File: src/hw/rtl/otde_pkg.sv
// ----------------------------------------------------------------------------
// otde_pkg
// Shared types and constants of the text-to-DER object identifier encoder.
// ----------------------------------------------------------------------------
package otde_pkg;

	localparam int ARC_BITS   = 32;
	localparam int MAX_GROUPS = (ARC_BITS + 6) / 7;
	localparam int GROUP_BITS = 7;
	localparam int IDX_W      = (MAX_GROUPS > 1) ? $clog2(MAX_GROUPS) : 1;
	localparam int QDEPTH     = 4;
	localparam int QPTR_W     = $clog2(QDEPTH);

	localparam logic [7:0] CH_LBRACE = 8'h7B;
	localparam logic [7:0] CH_RBRACE = 8'h7D;
	localparam logic [7:0] CH_ZERO   = 8'h30;
	localparam logic [7:0] CH_NINE   = 8'h39;
	localparam logic [7:0] CH_SPACE  = 8'h20;
	localparam logic [7:0] CH_TAB    = 8'h09;
	localparam logic [7:0] CH_CR     = 8'h0D;
	localparam logic [5:0] FIRST_MUL = 6'd40;

	typedef enum logic [1:0] {
		PH_LEAD,
		PH_BRACE,
		PH_ARCS,
		PH_DONE
	} phase_t;

	typedef enum logic [1:0] {
		ST_OK       = 2'd0,
		ST_SYNTAX   = 2'd1,
		ST_OVERFLOW = 2'd2
	} status_t;

	typedef enum logic [1:0] {
		BK_IDLE,
		BK_ARC,
		BK_FIN
	} back_state_t;

	typedef struct packed {
		logic                has_arc;
		logic [ARC_BITS-1:0] arc;
		logic                has_fin;
		status_t             st;
	} cmd_t;

endpackage

File: src/hw/rtl/oid_text_to_der_encoder.sv
// ----------------------------------------------------------------------------
// oid_text_to_der_encoder
// Streams a textual object identifier in, one character per transfer, and
// streams its DER content octets out, closed by one status item.
// ----------------------------------------------------------------------------
//  channel  direction  tdata              tlast        tuser
//  s_*      in         [7:0] char_code    end_of_text  -
//  m_*      out        [7:0] octet        final_res    [0] octet_valid, [2:1] status
//
//  The parser handles characters in turn; after the last character of a
//  string it holds off input while a further step closes the string.
//  Each arc leaves as 1..5 octets, one per cycle while m_tready does not hold
//  the output, after the serialiser loads it from the queue; the status item
//  follows, and is loaded on its own when no arc closes in the same step.
//  A four-entry command queue separates parser and serialiser; the parser
//  stalls only when it is full. The output register holds a result while
//  m_tready is low. Reset clears the parse state and the queue at once.
// ----------------------------------------------------------------------------
module oid_text_to_der_encoder (
	input  logic       clk,
	input  logic       arst_n,
	input  logic       s_tvalid,
	output logic       s_tready,
	input  logic [7:0] s_tdata,   // [7:0] char_code
	input  logic       s_tlast,   // end_of_text
	output logic       m_tvalid,
	input  logic       m_tready,
	output logic [7:0] m_tdata,   // [7:0] octet
	output logic       m_tlast,   // final_res
	output logic [2:0] m_tuser    // [0] octet_valid, [2:1] status
);

	logic           push, full, pop, empty;
	otde_pkg::cmd_t wcmd, rcmd;

	otde_front u_front (
		.clk      (clk),
		.arst_n   (arst_n),
		.s_tvalid (s_tvalid),
		.s_tready (s_tready),
		.s_tdata  (s_tdata),
		.s_tlast  (s_tlast),
		.q_full   (full),
		.q_push   (push),
		.q_cmd    (wcmd)
	);

	otde_fifo u_fifo (
		.clk    (clk),
		.arst_n (arst_n),
		.push   (push),
		.wdata  (wcmd),
		.full   (full),
		.pop    (pop),
		.rdata  (rcmd),
		.empty  (empty)
	);

	otde_back u_back (
		.clk      (clk),
		.arst_n   (arst_n),
		.q_empty  (empty),
		.q_pop    (pop),
		.q_cmd    (rcmd),
		.m_tvalid (m_tvalid),
		.m_tready (m_tready),
		.m_tdata  (m_tdata),
		.m_tlast  (m_tlast),
		.m_tuser  (m_tuser)
	);

endmodule

File: src/hw/rtl/otde_front.sv
// ----------------------------------------------------------------------------
// otde_front
// Character parser: classifies each character, accumulates decimal arcs and
// queues complete arcs and the closing status for the serialiser.
// ----------------------------------------------------------------------------
module otde_front (
	input  logic              clk,
	input  logic              arst_n,
	input  logic              s_tvalid,
	output logic              s_tready,
	input  logic [7:0]        s_tdata,   // [7:0] char_code
	input  logic              s_tlast,   // end_of_text
	input  logic              q_full,
	output logic              q_push,
	output otde_pkg::cmd_t    q_cmd
);

	localparam int ACC10_W = otde_pkg::ARC_BITS + 4;
	localparam int COMB_W  = otde_pkg::ARC_BITS + 7;

	otde_pkg::phase_t            ph_q, ph_d;
	otde_pkg::status_t           err_q, err_d;
	logic                        brace_q, brace_d;
	logic [1:0]                  seen_q, seen_d;
	logic [otde_pkg::ARC_BITS-1:0] acc_q, acc_d;
	logic [otde_pkg::ARC_BITS-1:0] first_q, first_d;
	logic                        innum_q, innum_d;
	logic                        eot_pend_q, eot_pend_d;
	otde_pkg::cmd_t              cmd_d;

	logic                        step_go;
	logic                        is_ws, is_dig;
	logic [3:0]                  dval;
	logic [ACC10_W-1:0]          acc10;
	logic                        dig_ovf;
	logic [COMB_W-1:0]           comb;
	logic                        comb_ovf;

	assign is_ws  = (s_tdata == otde_pkg::CH_SPACE) ||
	                ((s_tdata >= otde_pkg::CH_TAB) && (s_tdata <= otde_pkg::CH_CR));
	assign is_dig = (s_tdata >= otde_pkg::CH_ZERO) && (s_tdata <= otde_pkg::CH_NINE);
	assign dval   = 4'(s_tdata - otde_pkg::CH_ZERO);
	assign acc10  = (ACC10_W'(acc_q) << 3) + (ACC10_W'(acc_q) << 1) + ACC10_W'(dval);
	assign dig_ovf = |acc10[ACC10_W-1:otde_pkg::ARC_BITS];
	assign comb   = COMB_W'(first_q) * COMB_W'(otde_pkg::FIRST_MUL) + COMB_W'(acc_q);
	assign comb_ovf = |comb[COMB_W-1:otde_pkg::ARC_BITS];

	assign step_go = !q_full && (eot_pend_q || s_tvalid);

	always_comb begin
		logic fin_now;
		logic add_now;
		ph_d       = ph_q;
		err_d      = err_q;
		brace_d    = brace_q;
		seen_d     = seen_q;
		acc_d      = acc_q;
		first_d    = first_q;
		innum_d    = innum_q;
		eot_pend_d = eot_pend_q;
		cmd_d.has_arc = 1'b0;
		cmd_d.arc     = acc_q;
		cmd_d.has_fin = 1'b0;
		cmd_d.st      = otde_pkg::ST_OK;
		fin_now    = 1'b0;
		add_now    = 1'b0;

		if (eot_pend_q) begin
			fin_now = (ph_q == otde_pkg::PH_ARCS) && innum_q;
		end else begin
			unique case (ph_q)
				otde_pkg::PH_LEAD: begin
					if (is_ws) begin
					end else if (s_tdata == otde_pkg::CH_LBRACE) begin
						brace_d = 1'b1;
						ph_d    = otde_pkg::PH_BRACE;
					end else if (is_dig) begin
						ph_d    = otde_pkg::PH_ARCS;
						add_now = 1'b1;
					end else begin
						ph_d  = otde_pkg::PH_DONE;
						err_d = otde_pkg::ST_SYNTAX;
					end
				end
				otde_pkg::PH_BRACE: begin
					if (is_ws) begin
					end else if (is_dig) begin
						ph_d    = otde_pkg::PH_ARCS;
						add_now = 1'b1;
					end else begin
						ph_d  = otde_pkg::PH_DONE;
						err_d = otde_pkg::ST_SYNTAX;
					end
				end
				otde_pkg::PH_ARCS: begin
					if (is_dig) add_now = 1'b1;
					else fin_now = innum_q;
				end
				default: begin
				end
			endcase
		end

		if (add_now) begin
			if (dig_ovf) begin
				ph_d  = otde_pkg::PH_DONE;
				err_d = otde_pkg::ST_OVERFLOW;
			end else begin
				acc_d   = acc10[otde_pkg::ARC_BITS-1:0];
				innum_d = 1'b1;
			end
		end

		if (fin_now) begin
			innum_d = 1'b0;
			acc_d   = '0;
			if (seen_q == 2'd0) begin
				first_d = acc_q;
				seen_d  = 2'd1;
			end else if (seen_q == 2'd1) begin
				if (comb_ovf) begin
					ph_d  = otde_pkg::PH_DONE;
					err_d = otde_pkg::ST_OVERFLOW;
				end else begin
					seen_d        = 2'd2;
					cmd_d.has_arc = 1'b1;
					cmd_d.arc     = comb[otde_pkg::ARC_BITS-1:0];
				end
			end else begin
				cmd_d.has_arc = 1'b1;
				cmd_d.arc     = acc_q;
			end
		end

		if (eot_pend_q) begin
			if (ph_d == otde_pkg::PH_ARCS) begin
				err_d = ((seen_d != 2'd2) || brace_q) ? otde_pkg::ST_SYNTAX : otde_pkg::ST_OK;
			end else if (ph_d != otde_pkg::PH_DONE) begin
				err_d = otde_pkg::ST_SYNTAX;
			end
			cmd_d.has_fin = 1'b1;
			cmd_d.st      = err_d;
			ph_d       = otde_pkg::PH_LEAD;
			err_d      = otde_pkg::ST_OK;
			brace_d    = 1'b0;
			seen_d     = 2'd0;
			acc_d      = '0;
			first_d    = '0;
			innum_d    = 1'b0;
			eot_pend_d = 1'b0;
		end else begin
			if ((ph_q == otde_pkg::PH_ARCS) && !is_dig && !is_ws &&
			    (ph_d == otde_pkg::PH_ARCS)) begin
				ph_d = otde_pkg::PH_DONE;
				if (seen_d != 2'd2) err_d = otde_pkg::ST_SYNTAX;
				else if (brace_q && (s_tdata != otde_pkg::CH_RBRACE)) err_d = otde_pkg::ST_SYNTAX;
				else err_d = otde_pkg::ST_OK;
			end
			eot_pend_d = s_tlast;
		end
	end

	always_comb begin
		s_tready = !q_full && !eot_pend_q;
		q_push   = step_go && (cmd_d.has_arc || cmd_d.has_fin);
		q_cmd    = cmd_d;
	end

	always_ff @(posedge clk or negedge arst_n) begin
		if (!arst_n) begin
			ph_q       <= otde_pkg::PH_LEAD;
			err_q      <= otde_pkg::ST_OK;
			brace_q    <= 1'b0;
			seen_q     <= 2'd0;
			acc_q      <= '0;
			first_q    <= '0;
			innum_q    <= 1'b0;
			eot_pend_q <= 1'b0;
		end else if (step_go) begin
			ph_q       <= ph_d;
			err_q      <= err_d;
			brace_q    <= brace_d;
			seen_q     <= seen_d;
			acc_q      <= acc_d;
			first_q    <= first_d;
			innum_q    <= innum_d;
			eot_pend_q <= eot_pend_d;
		end
	end

	a_eot_blocks_input: assert property (@(posedge clk) disable iff (!arst_n)
		eot_pend_q |-> !s_tready)
		else $error("input taken while end of text pending");

	a_fin_only_at_eot: assert property (@(posedge clk) disable iff (!arst_n)
		(q_push && q_cmd.has_fin) |-> eot_pend_q)
		else $error("status queued outside end of text step");

endmodule

File: src/hw/rtl/otde_fifo.sv
// ----------------------------------------------------------------------------
// otde_fifo
// Short command queue between the parser and the octet serialiser.
// ----------------------------------------------------------------------------
module otde_fifo (
	input  logic           clk,
	input  logic           arst_n,
	input  logic           push,
	input  otde_pkg::cmd_t wdata,
	output logic           full,
	input  logic           pop,
	output otde_pkg::cmd_t rdata,
	output logic           empty
);

	otde_pkg::cmd_t                mem_q [otde_pkg::QDEPTH];
	logic [otde_pkg::QPTR_W-1:0]   wptr_q, rptr_q;
	logic [otde_pkg::QPTR_W:0]     cnt_q;

	assign full  = (cnt_q == (otde_pkg::QPTR_W+1)'(otde_pkg::QDEPTH));
	assign empty = (cnt_q == '0);
	assign rdata = mem_q[rptr_q];

	always_ff @(posedge clk) begin
		if (push) mem_q[wptr_q] <= wdata;
	end

	always_ff @(posedge clk or negedge arst_n) begin
		if (!arst_n) begin
			wptr_q <= '0;
			rptr_q <= '0;
			cnt_q  <= '0;
		end else begin
			if (push) wptr_q <= wptr_q + 1'b1;
			if (pop) rptr_q <= rptr_q + 1'b1;
			case ({push, pop})
				2'b10:   cnt_q <= cnt_q + 1'b1;
				2'b01:   cnt_q <= cnt_q - 1'b1;
				default: cnt_q <= cnt_q;
			endcase
		end
	end

	a_no_overrun: assert property (@(posedge clk) disable iff (!arst_n)
		push |-> (!full || pop))
		else $error("queue overrun");

	a_no_underrun: assert property (@(posedge clk) disable iff (!arst_n)
		pop |-> !empty)
		else $error("queue underrun");

endmodule

File: src/hw/rtl/otde_back.sv
// ----------------------------------------------------------------------------
// otde_back
// Octet serialiser: splits each queued arc into base-128 groups, most
// significant first, and issues the closing status item.
// ----------------------------------------------------------------------------
module otde_back (
	input  logic           clk,
	input  logic           arst_n,
	input  logic           q_empty,
	output logic           q_pop,
	input  otde_pkg::cmd_t q_cmd,
	output logic           m_tvalid,
	input  logic           m_tready,
	output logic [7:0]     m_tdata,   // [7:0] octet
	output logic           m_tlast,   // final_res
	output logic [2:0]     m_tuser    // [0] octet_valid, [2:1] status
);

	localparam int EXT_W = otde_pkg::MAX_GROUPS * otde_pkg::GROUP_BITS;

	otde_pkg::back_state_t          state_q, state_d;
	logic [otde_pkg::ARC_BITS-1:0]  arc_q;
	logic                           fin_q;
	otde_pkg::status_t              st_q;
	logic [otde_pkg::IDX_W-1:0]     idx_q;
	logic                           m_tvalid_q;
	logic [7:0]                     m_tdata_q;
	logic                           m_tlast_q;
	logic [2:0]                     m_tuser_q;

	logic                           out_free;
	logic                           emit_arc, emit_fin;
	logic [EXT_W-1:0]               head_ext, cur_ext;
	logic [otde_pkg::IDX_W-1:0]     top_grp;
	logic [6:0]                     grp;

	assign out_free = !m_tvalid_q || m_tready;
	assign head_ext = EXT_W'(q_cmd.arc);
	assign cur_ext  = EXT_W'(arc_q);
	assign grp      = cur_ext[int'(idx_q)*otde_pkg::GROUP_BITS +: otde_pkg::GROUP_BITS];

	always_comb begin
		top_grp = '0;
		for (int g = 1; g < otde_pkg::MAX_GROUPS; g++) begin
			if (head_ext[g*otde_pkg::GROUP_BITS +: otde_pkg::GROUP_BITS] != '0)
				top_grp = otde_pkg::IDX_W'(g);
		end
	end

	always_comb begin
		state_d = state_q;
		unique case (state_q)
			otde_pkg::BK_IDLE: begin
				if (!q_empty) state_d = q_cmd.has_arc ? otde_pkg::BK_ARC : otde_pkg::BK_FIN;
			end
			otde_pkg::BK_ARC: begin
				if (out_free && (idx_q == '0))
					state_d = fin_q ? otde_pkg::BK_FIN : otde_pkg::BK_IDLE;
			end
			otde_pkg::BK_FIN: begin
				if (out_free) state_d = otde_pkg::BK_IDLE;
			end
			default: state_d = otde_pkg::BK_IDLE;
		endcase
	end

	always_comb begin
		q_pop    = (state_q == otde_pkg::BK_IDLE) && !q_empty;
		emit_arc = (state_q == otde_pkg::BK_ARC) && out_free;
		emit_fin = (state_q == otde_pkg::BK_FIN) && out_free;
	end

	always_ff @(posedge clk) begin
		if (q_pop) begin
			arc_q <= q_cmd.arc;
			fin_q <= q_cmd.has_fin;
			st_q  <= q_cmd.st;
			idx_q <= top_grp;
		end else if (emit_arc && (idx_q != '0)) begin
			idx_q <= idx_q - 1'b1;
		end
		if (emit_arc) begin
			m_tdata_q <= {(idx_q != '0), grp};
			m_tlast_q <= 1'b0;
			m_tuser_q <= {otde_pkg::ST_OK, 1'b1};
		end else if (emit_fin) begin
			m_tdata_q <= 8'h00;
			m_tlast_q <= 1'b1;
			m_tuser_q <= {st_q, 1'b0};
		end
	end

	always_ff @(posedge clk or negedge arst_n) begin
		if (!arst_n) begin
			state_q    <= otde_pkg::BK_IDLE;
			m_tvalid_q <= 1'b0;
		end else begin
			state_q <= state_d;
			if (emit_arc || emit_fin) m_tvalid_q <= 1'b1;
			else if (m_tready) m_tvalid_q <= 1'b0;
		end
	end

	assign m_tvalid = m_tvalid_q;
	assign m_tdata  = m_tdata_q;
	assign m_tlast  = m_tlast_q;
	assign m_tuser  = m_tuser_q;

	a_idx_in_range: assert property (@(posedge clk) disable iff (!arst_n)
		(state_q == otde_pkg::BK_ARC) |->
		(int'(idx_q) < otde_pkg::MAX_GROUPS))
		else $error("group index out of range");

endmodule
File: config.mk
export PLATFORM = sky130hd
export DESIGN_NAME = oid_text_to_der_encoder
export DESIGN_NICKNAME = d
export VERILOG_FILES = /design/src/hw/rtl/otde_pkg.sv /design/src/hw/rtl/oid_text_to_der_encoder.sv /design/src/hw/rtl/otde_front.sv /design/src/hw/rtl/otde_fifo.sv /design/src/hw/rtl/otde_back.sv
export SDC_FILE = /design/constraint.sdc
export NUM_CORES = 1
export LEC_CHECK = 0
export BUFFER_PORTS_ARGS = -buffer_cell sky130_fd_sc_hd__buf_2
export CAP_MARGIN = 20
export CORE_ASPECT_RATIO = 0.8
export CORE_MARGIN = 5
export CORE_UTILIZATION = 64
export DETAILED_ROUTE_END_ITERATION = 10
export GPL_ROUTABILITY_DRIVEN = 0
export HOLD_SLACK_MARGIN = 0.12
export PLACE_DENSITY = 0.81
export SYNTH_ARGS = -nofsm -noshare
export SYNTH_HDL_FRONTEND = slang
export SYNTH_HIERARCHICAL = 1
export SYNTH_SLANG_ARGS = --single-unit
File: constraint.sdc
create_clock -name clk -period 7.5 [get_ports clk]
set_clock_uncertainty 0.1 [all_clocks]
set_input_delay 0.75 -clock clk [delete_from_list [all_inputs] [get_ports clk]]
set_output_delay 0.75 -clock clk [all_outputs]
set_load 0.05 [all_outputs]
==> results of run 1 <==
## layout make-up
cell class,count,area share
repair buffers,41,0.0159
flip-flops and latches,277,0.435
clock inverters,17,0.0134
well taps,357,0.0247
inverters,43,0.00892
clock buffers,33,0.0419
multi-input cells,1052,0.461
## layout by cell type, fill, tap and decap left out, drive strengths merged, types with 14 or more instances in the layout
cell,netlist,layout
a211oi,16,16
a21o,29,29
a21oi,117,117
a22o,64,64
and3,14,14
buf,32,40
clkbuf,28,33
dfrtp,83,83
edfxtp,190,190
ha,161,161
inv,43,48
mux4,39,39
nand2,113,113
nand2b,18,18
nand3,24,24
nor2,62,62
nor3,23,23
o21ai,105,105
o21bai,14,14
xnor2,41,41
xor2,34,34
## cell families after synthesis
logic type | synth area share
compound gates | 0.172
xor+xnor | 0.0393
fa+ha+maj | 0.126
buf+inv | 0.0328
flops | 0.470
mux | 0.0617
simple gates | 0.0981
## through the flow
step	cell area (sq um)	instances
after floorplan	16700	1432
after CTS	18100	1819
after global routing	18100	1820
final	18100	1820
after global placement	17000	1767
after detailed placement	17100	1768
## path summary, 6_finish.rpt
kind                                           to  slack, ns  depth (start not counted)
worst min-delay path            u_back/m_tuser[0]       0.36                          2
worst max register to register    u_fifo/cnt_q[1]       0.47                         25
min in group asynchronous       u_back/state_q[0]       0.45                          2
max in group asynchronous       u_front/acc_q[26]       5.96                          4
worst min register to register  u_back/m_tuser[0]       0.36                          2
worst max-delay path              u_fifo/cnt_q[1]       0.47                         25
## state kept, by name (all words and copies together) (netlist names), 3 cells and up
signal           cells
u_fifo/cnt_q         3
u_back/m_tdata       8
u_back/idx_q         3
u_front/first_q     32
u_fifo/mem_q       144
u_back/arc_q        32
u_back/m_tuser       3
u_front/acc_q       32
## per-layer routing
| metal | track usage | part of all wire | vias up |
|---|---|---|---|
| met1 | 0.392 | 0.42 | 5896 |
| li1 | - | - | 5515 |
| met5 | 0 | 0 | - |
| met2 | 0.433 | 0.45 | 676 |
| met3 | 0.0501 | 0.091 | 119 |
| met4 | 0.0944 | 0.037 | 0 |
## timing repair
action,4_1_cts,5_1_grt
endpoints found under the hold margin,4,0
resized for setup,0,2
hold buffers,1,0
setup endpoints to repair,0,146
## worst register-to-register path, delay by kind of cell, from the launching register on
kind                       cells  cell delay, ns
and+or+nand+nor                2            0.23
adders and majority gates      6            1.91
buffers and inverters          2            0.18
DFF                            1            0.42
AOI/OAI and AO/OA             14            3.94
xor gates and xnor gates       1            0.16
## report_power, final
group,internal [mW],switching [mW],total [mW]
Combinational,0.391,0.683,1.07
Sequential,1.89,0.152,2.04
Clock,0.902,0.620,1.52
Total,3.19,1.45,4.64
==> impl_summary.txt, run 1 <==
----------------------------------------------------
[Setup path]
  Startpoint type of the worst setup path ... register
  Crit-path slowest cell ... sky130_fd_sc_hd__a21oi_1
  Critical path data required time ... between 7 and 8 ns
  Most frequent cell on the critical path ... sky130_fd_sc_hd__ha_1
  Critical path startpoint ... u_front/first_q[1]
  Crit path buf inv count ... 2
  Crit Reg-Reg Startpoint ... u_front/first_q[1]
  Critical path type ... reg -> reg
  Type of element capturing the critical path ... register
  Critical path fanouts, max ... 8
  Crit path max-delay family ... compound AO/OA/AOI/OAI gates
  CP peak stage delay ... approximately 0.49 ns
  Arrival time reported for the critical path endpoint ... ~7.4 ns

[Global routing]
  Via count of the first global-routing pass ... 12.0k
  Initial antenna violation count ... 0
  Overall routing resource usage ... 0.275
  First-pass GRT wire length ... 64.7 mm
  Maximum number of pins on one net before global-route repair ... 80
  Global route overflow ... 0

[Die]
  Die Area ... 29500 sq um
  Floorplan Core Area ... between 20000 and 30000 sq um
  Core Rows ... between 50 and 60
  Effective utilization at floorplan ... 0.644
  Floorplan die height ... about 150 um
  I/O pin count ... 27
  Die Wd ... 191 um

[STA]
  Unrepaired setup endpoints after global routing ... false
  Setup TNS ... 0 ns
  Final worst path period share ... 0.938
  Worst hold margin ... approximately 0.36 ns
  Number of max-slew violations in the final report ... 0
  Worst-case setup margin in the final layout ... around 0.47 ns
  Relative slew slack ... 0.245
  Number of failing hold endpoints at the final stage ... 0
  Slew @ Worst Pin ... roughly 1.1 ns
  Tmin final ... 7.03 ns
  F_max ... between 0.1 and 0.15 GHz
  Total setup violations reported at the end of the flow ... 0

[Clock tree]
  Post-CTS setup buffers ... 0
  Skew-Pair Late Insertion Delay ... ~0.55 ns
  Total clock buffers created by CTS ... 27
  CTS tree ... done
  Maximum clock path buffer count ... 3
  CTS clock-pin slew for the worst setup and hold paths ... roughly 0.07 ns
  Cell chosen for the clock root ... sky130_fd_sc_hd__clkbuf_16
  H-tree levels ... 1
  TritonCTS Sinks ... approximately 280

[Detailed routing]
  Starting DRT DRC Count ... ~1.2k
  Iteration count of the initial detailed-routing pass ... 7
  Drt drc ... 0
  Overall via count from detail_route ... 12.2k
  WL per Instance ... approximately 22 um
  DRT antenna net count ... 0
  Number of vias per cell ... about 6.7
  Drt total wl ... ~41 mm

[Placed design]
  Pre-CTS WS ... slightly above 0.4 ns
  Number of buffer cells added on primary ports ... 26
  Placed wire-length estimate after detailed placement ... ~27 mm

[Synth]
  Number of nets produced by synthesis ... around 1.6k
  Synth Warn # ... 6
  Top cell types by occurrence after synthesis ... sky130_fd_sc_hd__edfxtp_1, sky130_fd_sc_hd__ha_1, sky130_fd_sc_hd__a21oi_1
  Synth Register Bits ... between 200 and 300
  Seq/Total Area, Yosys ... 0.470
  Per-instance average area after synthesis ... 11.7 sq um
  Flip-flop cell with the highest count after synthesis ... sky130_fd_sc_hd__edfxtp_1
  Area share of the largest cell type after synthesis ... 0.341
  Yosys top cell by area ... sky130_fd_sc_hd__edfxtp_1
  Number of instances in the synthesized netlist ... 1432
  Number of synthesized flops with an enable pin ... 190
  Synth async-reset ratio ... 0.300
  Combined area of all synthesized cells ... approximately 17000 sq um
  Synth unique cells ... between 80 and 90
  Library cell with the highest instance count after synthesis ... sky130_fd_sc_hd__edfxtp_1
  Largest cells by area after synthesis ... sky130_fd_sc_hd__edfxtp_1, sky130_fd_sc_hd__dfrtp_1, sky130_fd_sc_hd__ha_1

[Worst hold path]
  Type of the most critical hold path ... reg -> reg
  Worst hold start ... u_back/m_tuser[0]

[Power]
  Worst vdd ir ... between 0.0002 and 0.00025 V
  Power density normalized to cell area ... between 200 and 300 nW/um^2
  Static leakage power ... around 7.8 nW
  Tot Pwr ... between 4 and 5 mW

[Run]
  Maximum capacitance violations ... 0

[Final layout]
  Fraction of final layout cells sized beyond drive strength 1 ... 0.112
  Area taken by flip-flops and latches ... ~7900 sq um
  Number of antenna diodes ... 0
  Area occupied by multi-input gates ... ~8300 sq um
  Area delta synth->final ... 8.13%
  Fin util ... 0.696
  Net total in the final layout ... roughly 1.6k
  Fillers ... between 1.5k and 2k

[Outcome]
  Outcome ... completed

----------------------------------------------------
Power figures use the tool's default switching activity.
==> run 2, diff against run 1 <==
--- a/config.mk
+++ b/config.mk
@@ -13,6 +13,7 @@
 export DETAILED_ROUTE_END_ITERATION = 10
 export GPL_ROUTABILITY_DRIVEN = 0
 export HOLD_SLACK_MARGIN = 0.12
+export MAX_ROUTING_LAYER = met4
 export PLACE_DENSITY = 0.81
 export SYNTH_ARGS = -nofsm -noshare
 export SYNTH_HDL_FRONTEND = slang
==> run 2 against run 1 <==
Register-to-register slack worse by 0.04 ns; largest cell class unchanged; highest routed layer unchanged; fmax shrank 0.50%; sequential cell count is the same; worst setup slack got worse by 0.035 ns; utilization did not move; final cell count stayed put; hold slack about the same; sequential share of layout area did not move; combinational power barely moved; total power barely moved.
==> impl_summary.txt, run 2 (synthesis results as in run 1) <==
----------------------------------------------------
[STA]
  F_max ... 0.142 GHz (-0.50%)
  Number of max-slew violations in the final report ... 0 (unchanged)
  Setup TNS ... 0 ns (unchanged)
  Worst-case setup margin in the final layout ... 0.433 ns (-0.0351 ns)
  Relative slew slack ... 0.250 (+0.00482)
  Unrepaired setup endpoints after global routing ... false
  Worst hold margin ... 0.363 ns (+0.0000430 ns)
  Slew @ Worst Pin ... 1.13 ns (-0.00723 ns)
  Number of failing hold endpoints at the final stage ... 0 (unchanged)
  Final worst path period share ... 0.942 (+0.00468)
  Total setup violations reported at the end of the flow ... 0 (unchanged)
  Tmin final ... 7.07 ns (+0.0351 ns)

[Detailed routing]
  Drt drc ... 0 (unchanged)
  Sum of met3 wire segment lengths after detailed routing ... 3.68 mm (-0.57%)
  Number of vias per cell ... 6.70 (-0.15%)
  Routed met2 length ... 18.4 mm (+0.24%)
  Overall via count from detail_route ... 12.2k (-0.15%)
  WL per Instance ... 22.4 um (-0.25%)
  Top layer reached by signal wires ... met4
  DRT antenna net count ... 0 (unchanged)
  Detailed-routing wirelength on met1 ... 17.3 mm (-0.36%)
  Drt total wl ... 40.7 mm (-0.25%)
  Starting DRT DRC Count ... 1312 (+7.7%)
  Iteration count of the initial detailed-routing pass ... 8 (+1)

[Die]
  Floorplan die height ... 155 um (unchanged)
  Die Wd ... 191 um (unchanged)
  I/O pin count ... 27 (unchanged)
  Die Area ... 29500 sq um (unchanged)
  Floorplan Core Area ... 26000 sq um (unchanged)
  Core Rows ... 53 (unchanged)
  Effective utilization at floorplan ... 0.644 (unchanged)

[Setup path]
  Critical path type ... reg -> reg
  CP peak stage delay ... 0.49 ns (about the same)
  Crit Reg-Reg Startpoint ... u_front/first_q[1]
  Type of element capturing the critical path ... register
  WP depth ... 25 (unchanged)
  Arrival time reported for the critical path endpoint ... 7.41 ns (+0.04 ns)
  Destination of the worst register-to-register timing path ... u_fifo/cnt_q[1]
  Startpoint type of the worst setup path ... register
  Most frequent cell on the critical path ... sky130_fd_sc_hd__ha_1
  Worst setup endpoint ... u_fifo/cnt_q[1]
  Critical path startpoint ... u_front/first_q[1]
  Crit path buf inv count ... 2 (unchanged)
  Crit-path slowest cell ... sky130_fd_sc_hd__a21oi_1
  Critical path data required time ... 7.84 ns (about the same)
  Critical path fanouts, max ... 8 (unchanged)
  Slack of the worst reg-to-reg path ... 0.43 ns (-0.04 ns)
  Depth of the worst register-to-register path ... 25 (unchanged)
  Crit path max-delay family ... compound AO/OA/AOI/OAI gates

[Final layout]
  Number of standard cells in the layout, taps in and fillers out ... 1820 (unchanged)
  Largest register FFs ... 144 (unchanged)
  Number of antenna diodes ... 0 (unchanged)
  Net total in the final layout ... 1621 (unchanged)
  Leading cell types in the layout, fill and taps excluded ... sky130_fd_sc_hd__edfxtp_1, sky130_fd_sc_hd__ha_1, sky130_fd_sc_hd__a21oi_1, sky130_fd_sc_hd__nand2_1, sky130_fd_sc_hd__dfrtp_1
  Reg with most FFs ... u_fifo/mem_q
  Fraction of final layout cells sized beyond drive strength 1 ... 0.112 (unchanged)
  Post-route design area ... 18100 sq um (unchanged)
  Area delta synth->final ... 8.13% (unchanged)
  Fin util ... 0.696 (unchanged)
  Leading cell type in the layout, fill and taps excluded ... sky130_fd_sc_hd__edfxtp_1

[Outcome]
  Outcome ... completed

[Worst hold path]
  Type of the most critical hold path ... reg -> reg

[Power]
  Tot Pwr ... 4.64 mW (about the same)
  Worst vdd ir ... 0.000242 V (about the same)
  Switching power summed over all nets ... 1.45 mW (-0.29%)
  Switching Share ... 0.313 (-0.000612)
  Reg power frac ... 0.441 (about the same)
  Pint ... 3.18 mW (about the same)
  Comb pwr share ... 0.232 (about the same)
  Static leakage power ... 7.82 nW (unchanged)
  Clk pwr share ... 0.327 (about the same)
  Power density normalized to cell area ... 256 nW/um^2 (about the same)

[Clock tree]
  Total clock buffers created by CTS ... 27 (unchanged)
  Maximum clock path buffer count ... 3 (unchanged)
  H-tree levels ... 1 (unchanged)
  TritonCTS Sinks ... 277 (unchanged)
  CTS clock-pin slew for the worst setup and hold paths ... 0.06 ns (about the same)
  CTS tree ... done
  Post-CTS setup buffers ... 0 (unchanged)
  Cell chosen for the clock root ... sky130_fd_sc_hd__clkbuf_16
  Skew-Pair Late Insertion Delay ... 0.55 ns (about the same)

[Placed design]
  Pre-CTS WS ... 0.413 ns (unchanged)
  Placed wire-length estimate after detailed placement ... 27.5 mm (unchanged)
  Area after DPL ... 17100 sq um (unchanged)
  Number of buffer cells added on primary ports ... 26 (unchanged)
  Count of placed standard cells including taps ... 1768 (unchanged)

[Global routing]
  First-pass GRT wire length ... 64.7 mm (about the same)
  Maximum number of pins on one net before global-route repair ... 80 (unchanged)
  Via count of the first global-routing pass ... 12.0k (-0.084%)
  Global route overflow ... 0 (unchanged)
  Initial antenna violation count ... 0 (unchanged)
  Overall routing resource usage ... 0.284 (+0.00821)

[Run]
  Maximum capacitance violations ... 0 (unchanged)

----------------------------------------------------
-- run 2: cell counts in the layout (fill, tap and decap cells not counted) --
No cell type changed its count.
-- run 2: layout make-up --
cell class / instances / area [sq um]
tap: 357 / 447
sequential: 277 / 7860
multi-input combinational: 1052 / 8330
inverter: 43 / 161
timing repair buffer: 41 / 288
clock inverter: 17 / 243
fill: 1803 / 7900
clock buffer: 33 / 758
-- run 2: repair_timing --
action / in CTS / in global routing
endpoints found under the setup margin: 0 / 146
hold buffers: 1 / 0
gates resized for setup: 0 / 2
hold endpoints to repair: 4 / 0
-- run 2: routing by layer --
layer | global-route usage | vias up
met5 | - | -
met4 | 0.0954 | 0
met3 | 0.0499 | 112
met2 | 0.433 | 649
met1 | 0.391 | 5910
li1 | - | 5517
-- run 2: worst min-delay path by stage --
| stage | start | slack [ns] | end | cells past startpoint |
|---|---|---|---|---|
| global route | s_tdata[0] | 0.39 | u_front/acc_q[0] | 2 |
| finish | u_back/m_tuser[0] | 0.36 | u_back/m_tuser[0] | 2 |
| CTS | s_tlast | 0.36 | u_front/eot_pend_q | 3 |
| floorplan | arst_n | 0.35 | u_back/m_tvalid | 0 |
| detailed placement | u_back/m_tuser[0] | 0.35 | u_back/m_tuser[0] | 2 |
| global placement | u_back/m_tuser[0] | 0.34 | u_back/m_tuser[0] | 2 |
-- run 2: worst min-delay path: cells and delay by family, from the launching register on --
family	cells	cell delay [ns]
and+or+nand+nor	2	0.10
DFF	1	0.32
-- run 2: power groups by stage --
stage                     sequential, mW  clock (mW)  combinational, mW
final                               2.04        1.52               1.07
after global routing                2.07        1.60               1.16
after CTS                           2.04        1.53               1.07
after detailed placement            2.06           0               1.04
after global placement              2.05           0               1.01
after floorplan                     2.09           0              0.777
